--- src/rtl/crc8fcr_pkg.sv ---
// Package for the CRC-8 framed command receiver.
// Holds the parser state type, status codes, result struct and the CRC-8 step.
// No dependencies.
package crc8fcr_pkg;

	localparam logic [7:0] CRC_POLY   = 8'h8C;
	localparam logic [7:0] HDR_FIRST  = 8'h55;
	localparam logic [7:0] HDR_SECOND = 8'hAA;
	localparam int unsigned STORE_DEPTH = 16;
	localparam int unsigned STORE_AW    = $clog2(STORE_DEPTH);

	localparam logic [1:0] STATUS_OK      = 2'd0;
	localparam logic [1:0] STATUS_CRC_ERR = 2'd1;
	localparam logic [1:0] STATUS_LEN_ERR = 2'd2;

	typedef enum logic [2:0] {
		ST_HUNT,
		ST_LEN,
		ST_DATA,
		ST_CRC,
		ST_TAIL
	} rx_state_t;

	typedef struct packed {
		logic        valid;
		logic [31:0] x_bits;
		logic [31:0] y_bits;
		logic [31:0] w_bits;
		logic [7:0]  motion_flag;
		logic [7:0]  roller_next;
		logic [7:0]  intake_next;
		logic [7:0]  intake_open;
		logic [1:0]  status;
	} result_t;

	// reflected CRC-8 update, one byte
	function automatic logic [7:0] crc8_update(input logic [7:0] crc, input logic [7:0] b);
		logic [7:0] c;
		c = crc ^ b;
		for (int i = 0; i < 8; i++) begin
			if (c[0]) begin
				c = (c >> 1) ^ CRC_POLY;
			end else begin
				c = c >> 1;
			end
		end
		return c;
	endfunction

	localparam logic [7:0] CRC_AFTER_HDR = crc8_update(crc8_update(8'h00, HDR_FIRST), HDR_SECOND);

endpackage

--- src/rtl/crc8fcr_parser.sv ---
// Frame parser: header hunt, length/payload/CRC/tail sequencing and payload store.
// Builds at most one result per word from the current state and the incoming word.
// Depends on crc8fcr_pkg.
module crc8fcr_parser #(
	parameter int unsigned MAX_PAYLOAD = 16
) (
	input  logic                 clk,
	input  logic                 arst_n,
	input  logic                 step,
	input  logic [7:0]           rx_byte,
	output crc8fcr_pkg::result_t result
);
	import crc8fcr_pkg::*;

	rx_state_t  state_q, state_d;
	logic [7:0] prev_q, prev_d;
	logic [5:0] count_q, count_d;
	logic [5:0] len_q, len_d;
	logic [7:0] crc_q, crc_d;
	logic       tail_q, tail_d;
	logic [7:0] store_q [STORE_DEPTH];
	logic       store_we;
	logic [7:0] crc_next;
	logic [5:0] count_inc;
	logic       len_big;
	logic       crc_bad;

	assign crc_next  = crc8_update(crc_q, rx_byte);
	assign count_inc = count_q + 6'd1;
	assign len_big   = {24'd0, rx_byte} > MAX_PAYLOAD;
	assign crc_bad   = rx_byte != crc_q;

	// next state
	always_comb begin
		state_d  = state_q;
		prev_d   = prev_q;
		count_d  = count_q;
		len_d    = len_q;
		crc_d    = crc_q;
		tail_d   = tail_q;
		store_we = 1'b0;
		case (state_q)
			ST_HUNT: begin
				if (rx_byte == HDR_SECOND) begin
					if (prev_q == HDR_FIRST) begin
						state_d = ST_LEN;
						count_d = '0;
						tail_d  = 1'b0;
						crc_d   = CRC_AFTER_HDR;
					end
				end else begin
					prev_d = rx_byte;
				end
			end
			ST_LEN: begin
				crc_d = crc_next;
				if (len_big) begin
					state_d = ST_HUNT;
				end else begin
					len_d   = rx_byte[5:0];
					count_d = '0;
					state_d = (rx_byte[5:0] == 6'd0) ? ST_CRC : ST_DATA;
				end
			end
			ST_DATA: begin
				crc_d    = crc_next;
				store_we = (count_q < 6'(STORE_DEPTH));
				count_d  = count_inc;
				if (count_inc >= len_q) begin
					state_d = ST_CRC;
				end
			end
			ST_CRC: begin
				if (crc_bad) begin
					state_d = ST_HUNT;
				end else begin
					state_d = ST_TAIL;
					tail_d  = 1'b0;
				end
			end
			ST_TAIL: begin
				if (!tail_q) begin
					tail_d = 1'b1;
				end else begin
					state_d = ST_HUNT;
				end
			end
			default: begin
				state_d = ST_HUNT;
			end
		endcase
		// any return to hunt restarts with a clean context
		if (state_q != ST_HUNT && state_d == ST_HUNT) begin
			prev_d  = '0;
			count_d = '0;
			len_d   = '0;
			crc_d   = '0;
			tail_d  = 1'b0;
		end
	end

	// outputs
	always_comb begin
		result = '0;
		case (state_q)
			ST_LEN: begin
				if (len_big) begin
					result.valid  = 1'b1;
					result.status = STATUS_LEN_ERR;
				end
			end
			ST_CRC: begin
				if (crc_bad) begin
					result.valid  = 1'b1;
					result.status = STATUS_CRC_ERR;
				end
			end
			ST_TAIL: begin
				if (tail_q) begin
					result.valid       = 1'b1;
					result.status      = STATUS_OK;
					result.x_bits      = {store_q[3], store_q[2], store_q[1], store_q[0]};
					result.y_bits      = {store_q[7], store_q[6], store_q[5], store_q[4]};
					result.w_bits      = {store_q[11], store_q[10], store_q[9], store_q[8]};
					result.motion_flag = store_q[12];
					result.roller_next = store_q[13];
					result.intake_next = store_q[14];
					result.intake_open = store_q[15];
				end
			end
			default: begin
				result = '0;
			end
		endcase
	end

	always_ff @(posedge clk or negedge arst_n) begin
		if (!arst_n) begin
			state_q <= ST_HUNT;
			prev_q  <= '0;
			count_q <= '0;
			len_q   <= '0;
			crc_q   <= '0;
			tail_q  <= 1'b0;
			for (int i = 0; i < STORE_DEPTH; i++) begin
				store_q[i] <= '0;
			end
		end else if (step) begin
			state_q <= state_d;
			prev_q  <= prev_d;
			count_q <= count_d;
			len_q   <= len_d;
			crc_q   <= crc_d;
			tail_q  <= tail_d;
			if (store_we) begin
				store_q[count_q[STORE_AW-1:0]] <= rx_byte;
			end
		end
	end

endmodule

--- src/rtl/crc8_framed_command_receiver.sv ---
// Top level of the CRC-8 framed command receiver: input register, parser, result register.
// Depends on crc8fcr_pkg and crc8fcr_parser.
//
//  channel | handshake            | payload
//  --------+----------------------+------------------------------------------------
//  input   | in_valid / in_ready  | rx_byte
//  output  | out_valid / out_ready| x_bits y_bits w_bits motion_flag roller_next
//          |                      | intake_next intake_open status
//
// One word per cycle unless a held result stalls; a word is parsed from the input register
// when it advances, and its result, if any, is loaded into the result register at that edge.
// The parse step is a combinational CRC-8 update plus frame sequencing.
// Reset clears the parser, the payload store and both valid flags.
// A held result stalls parsing; one word still waits in the input register.
module crc8_framed_command_receiver #(
	parameter int unsigned MAX_PAYLOAD = 16
) (
	input  logic        clk,
	input  logic        arst_n,
	input  logic        in_valid,
	output logic        in_ready,
	input  logic [7:0]  rx_byte,
	output logic        out_valid,
	input  logic        out_ready,
	output logic [31:0] x_bits,
	output logic [31:0] y_bits,
	output logic [31:0] w_bits,
	output logic [7:0]  motion_flag,
	output logic [7:0]  roller_next,
	output logic [7:0]  intake_next,
	output logic [7:0]  intake_open,
	output logic [1:0]  status
);
	import crc8fcr_pkg::*;

	logic       valid_s1;
	logic [7:0] byte_s1;
	logic       advance;
	result_t    res;
	result_t    out_q;

	assign advance  = valid_s1 && (!out_q.valid || out_ready);
	assign in_ready = !valid_s1 || advance;

	always_ff @(posedge clk or negedge arst_n) begin
		if (!arst_n) begin
			valid_s1 <= 1'b0;
		end else if (in_ready) begin
			valid_s1 <= in_valid;
		end
	end

	always_ff @(posedge clk) begin
		if (in_ready && in_valid) begin
			byte_s1 <= rx_byte;
		end
	end

	crc8fcr_parser #(
		.MAX_PAYLOAD(MAX_PAYLOAD)
	) u_parser (
		.clk    (clk),
		.arst_n (arst_n),
		.step   (advance),
		.rx_byte(byte_s1),
		.result (res)
	);

	always_ff @(posedge clk or negedge arst_n) begin
		if (!arst_n) begin
			out_q <= '0;
		end else if (advance && res.valid) begin
			out_q <= res;
		end else if (out_ready) begin
			out_q.valid <= 1'b0;
		end
	end

	assign out_valid   = out_q.valid;
	assign x_bits      = out_q.x_bits;
	assign y_bits      = out_q.y_bits;
	assign w_bits      = out_q.w_bits;
	assign motion_flag = out_q.motion_flag;
	assign roller_next = out_q.roller_next;
	assign intake_next = out_q.intake_next;
	assign intake_open = out_q.intake_open;
	assign status      = out_q.status;

endmodule

--- config.mk ---
export PLATFORM = sky130hd
export DESIGN_NAME = crc8_framed_command_receiver
export DESIGN_NICKNAME = d
export VERILOG_FILES = /design/src/rtl/crc8fcr_pkg.sv /design/src/rtl/crc8fcr_parser.sv /design/src/rtl/crc8_framed_command_receiver.sv
export SDC_FILE = /design/constraint.sdc
export NUM_CORES = 1
export LEC_CHECK = 0
export BUFFER_PORTS_ARGS = -buffer_cell sky130_fd_sc_hd__buf_2
export CORE_MARGIN = 1.5
export CORE_UTILIZATION = 45
export DETAILED_ROUTE_END_ITERATION = 10
export GPL_ROUTABILITY_DRIVEN = 0
export GPL_TIMING_DRIVEN = 1
export PLACE_DENSITY = 0.6
export SYNTH_ARGS = -nofsm -noshare
export SYNTH_HDL_FRONTEND = slang
export SYNTH_SLANG_ARGS = --single-unit
--- constraint.sdc ---
create_clock -name clk -period 2.6 [get_ports clk]
set_input_delay 0.52 -clock clk [delete_from_list [all_inputs] [get_ports clk]]
set_output_delay 0.52 -clock clk [all_outputs]
set_load 0.02 [all_outputs]
==> metrics.md <==
| Metric | Value |
|---|---|
| Global Route Usage Sum | `0.2015` |
| Area added between synthesis and finish | `18.57%` |
| Sequential group share of total power | `0.451` |
| GR Overflow Total | `0` |
| Hold WS | `roughly 0.13 ns` |
| Final min period | `about 2.4 ns` |
| Post-synthesis compound-gate area fraction | `0.1166` |
| Sort of element at the end of the critical path | `register` |
| Sequential cell area fraction in the yosys report | `0.6272` |
| Clock buffers created by TritonCTS | `31` |
| Count of unresolved DRC violations after routing | `12` |
| Number of resized instances in the post-cts repair step | `0` |
| DP HPWL | `18,060 µm` |
| Antenna viol nets, final | `0` |
| Final worst clock skew | `around 0.0083 ns` |
| Initial Utilization | `0.4605` |
| # Post-CTS Setup Buffers | `0` |
| Required time reported for the critical path endpoint | `between 3 and 4 ns` |
| Highest metal layer used by the detailed router | `met4` |
| Syn Area/Cell | `between 10 and 15 µm²` |
| Crit start category | `register` |
| Setup repair after global routing missed its margin | `no` |
| Simple-gate share of the synthesized area | `0.05365` |
| Number of hold-repair buffers added at the cts stage | `1` |
| Via Count | `approximately 7,400` |
| Result of the run | `finished with violations` |
| Adder-Cell Fraction of Synth Area | `0.01040` |
| Worst EP arrival | `approximately 2.8 ns` |
| CTS Buffer Depth | `3` |
| Starting DRT DRC Count | `between 500 and 600` |
| Met2 layer wire length in the routed design | `~13,000 µm` |
| Number of enable flip-flop cells after synthesis | `8` |
| Diodes inserted | `0` |
| Sum Neg Setup Slack | `0 ns` |
| XOR/XNOR Fraction of Synth Area | `0.02412` |
| Yosys warns | `0` |
| Net Sw Power | `3.712 mW` |
| Vias in the first global route | `approximately 7,300` |
| Fraction of registers with async set or reset after synthesis | `0.9733` |
| Post-layout power | `around 13 mW` |
| Failing checks | `DRC` |
| Internal | `around 9 mW` |
| Number of cells in the design after placement | `approximately 1,300` |
| Skew-Pair Late Insertion Delay | `about 0.56 ns` |
| Vias per cell | `approximately 5.5` |
| First-pass GRT wire length | `43,950 µm` |
| Worst path most repeated cell | `sky130_fd_sc_hd__buf_4` |
| Leading register cell type out of synthesis | `sky130_fd_sc_hd__dfrtp_1` |
| Quantity of I/O buffers inserted on ports | `around 140` |
| Pin count of the biggest net entering global routing | `76` |
| Number of H-tree levels | `1` |
| Library cell contributing the largest single delay on the critical path | `sky130_fd_sc_hd__edfxtp_1` |
| Area of the core region | `26,130 µm²` |
| Total Die Area | `27,730 µm²` |
| Distinct cells, synth | `62` |
| Routed len/inst | `roughly 21 µm` |
| Met1 wire length | `~13,000 µm` |
| Synthesis-stage register bit count | `300` |
| Relative max-transition margin | `0.6421` |
| Class of the tightest hold or removal check | `in2reg` |
| I/O pin count | `around 140` |
| Die span in y | `around 170 µm` |
| Most common cell after layout, fill and taps aside | `sky130_fd_sc_hd__dfrtp_1` |
| Cell Pwr Density | `889.2 nW/µm²` |
| Post-Syn Area | `12,030 µm²` |
| TritonCTS sink count | `300` |
| Cells after synthesis | `816` |
| Peak Freq | `approximately 420 MHz` |
| Post-placement cell area | `13,260 µm²` |
| Number of standard cells in the final layout excluding fillers | `1,337` |
| Design area | `around 14,000 µm²` |
| Pins Over Slew Limit | `0` |
| Multiplexer share of the synthesized area | `0.1357` |
| DRT Pass-1 Iters | `8` |
| Commonest non-fill, non-tap cells in the layout | `sky130_fd_sc_hd__dfrtp_1 (292), sky130_fd_sc_hd__buf_2 (142), sky130_fd_sc_hd__a22o_1 (134)` |
| Final Cycle Share | `0.9092` |
| Final hold violation count | `0` |
| Tightest Pin Transition | `around 0.54 ns` |
| TritonCTS clock tree | `yes` |
| CP Buf/Inv Count | `2` |
| Worst path top cell family by delay | `simple AND/OR/NAND/NOR gates` |
| Post-layout net count | `around 1,000` |
| Syn nets | `roughly 840` |
| Power share of the clock group | `0.342` |
| Part of the total power dissipated in combinational logic | `0.207` |
| Met3 routed WL | `around 1000 µm` |
| Main combinational cell family by area after synthesis | `multiplexers` |
| Max capacitance violation total | `0` |
| Total Routed Length | `27,610 µm` |
| Initial antenna violation count | `0` |
| Crit path max fanout | `13` |
| Highest cell delay on the worst timing path | `0.53 ns` |
| Net Sw Frac | `0.2926` |
| Fraction of layout instances using a drive strength above 1 | `0.3832` |
| Final setup viols | `0` |
| Leak Pwr | `between 7 and 8 nW` |
| DIE WIDTH | `approximately 170 µm` |
| Crit Path Class | `reg2reg` |
| Clock slew at reported path FFs | `0.06 ns` |
| Cells along the critical path | `buf_4, and4bb_2, a41oi_2, nor3_2, nand2_2, buf_4, a21o_1` |
| Row count | `59` |
| Max rail drop VDD | `0.5149 mV` |
| Buffer cell driving the clock tree root | `sky130_fd_sc_hd__clkbuf_16` |
==> cells in the mapped netlist (all sizes together), types with 8 or more instances <==
cell type / n / area, µm²
edfxtp: 8 / 240.2
inv: 23 / 86.33
mux2: 134 / 1513
ha: 10 / 125.1
mux2i: 12 / 120.1
a22o: 134 / 1174
buf: 27 / 216.5
xnor2: 13 / 140.1
dfrtp: 292 / 7307
clkbuf: 23 / 86.33
nand2: 36 / 177.7
nor2: 20 / 105.1
xor2: 11 / 103.9
==> per-stage QoR <==
step	util	worst slack (ns)
2_1_floorplan	-	0.6291
3_3_place_gp	0.5073	0.2493
3_5_place_dp	0.5073	0.2592
4_1_cts	0.5460	0.2495
5_1_grt	0.5460	0.1095
6_report	0.5460	0.2360
==> metal layers <==
metal / vias up / global-route usage
met5: - / 0
met3: 45 / 0.02614
met2: 168 / 0.3221
met4: 0 / 0.05138
met1: 3880 / 0.2927
li1: 3315 / -
==> power by group through the flow <==
stage	registers, mW	clock network, mW	logic, mW
floorplan	5.81	0	1.78
global route	5.79	4.62	2.85
global placement	5.79	0	2.60
CTS	5.72	4.44	2.65
finish	5.72	4.34	2.62
detailed placement	5.80	0	2.64
==> layout make-up <==
class | count | area (µm²)
Sequential cell | 300 | 7547
Fill cell | 2192 | 11870
Inverter | 23 | 86.33
Multi-Input combinational cell | 443 | 4109
Clock inverter | 7 | 106.4
Timing Repair Buffer | 180 | 1106
Tap cell | 335 | 419.2
Clock buffer | 49 | 893.4
==> final timing paths <==
kind                                              startpoint  cells after the start  slack (ns)                           endpoint
setup / recovery                        byte_s1[3]$_DFFE_PP_                      7        0.24    u_parser.count_q[4]$_DFFE_PN0P_
hold / removal                                    rx_byte[5]                      1        0.13               byte_s1[5]$_DFFE_PP_
setup reg to reg                        byte_s1[3]$_DFFE_PP_                      7        0.24    u_parser.count_q[4]$_DFFE_PN0P_
hold reg to reg            u_parser.store_q[120]$_DFFE_PN0P_                      1        0.48              x_bits[0]$_DFFE_PN0P_
max in group asynchronous                             arst_n                      3        1.43  u_parser.store_q[113]$_DFFE_PN0P_
min in group asynchronous                             arst_n                      2        0.49         motion_flag[6]$_DFFE_PN0P_
==> sequential cells by signal, indices dropped and copies added (netlist names) <==
| signal | flops |
|---|---|
| y_bits | 32 |
| out_valid | 1 |
| u_parser.state_q | 3 |
| u_parser.store_q | 128 |
| w_bits | 32 |
| valid_s1 | 1 |
| u_parser.crc_q | 8 |
| intake_next | 8 |
| intake_open | 8 |
| u_parser.prev_q | 8 |
| x_bits | 32 |
| u_parser.len_q | 6 |
| byte_s1 | 8 |
| u_parser.count_q | 6 |
| roller_next | 8 |
| u_parser.tail_q | 1 |
| status | 2 |
| motion_flag | 8 |
==> cells by family (layout without fill, tap and decap cells) <==
| family | after synthesis | count (layout) |
|---|---|---|
| flops | 300 | 300 |
| compound gates | 164 | 164 |
| buf+inv | 73 | 259 |
| xor+xnor | 26 | 26 |
| mux | 146 | 146 |
| fa+ha+maj | 10 | 10 |
| simple gates | 97 | 97 |
Power figures use the tool's default switching activity.
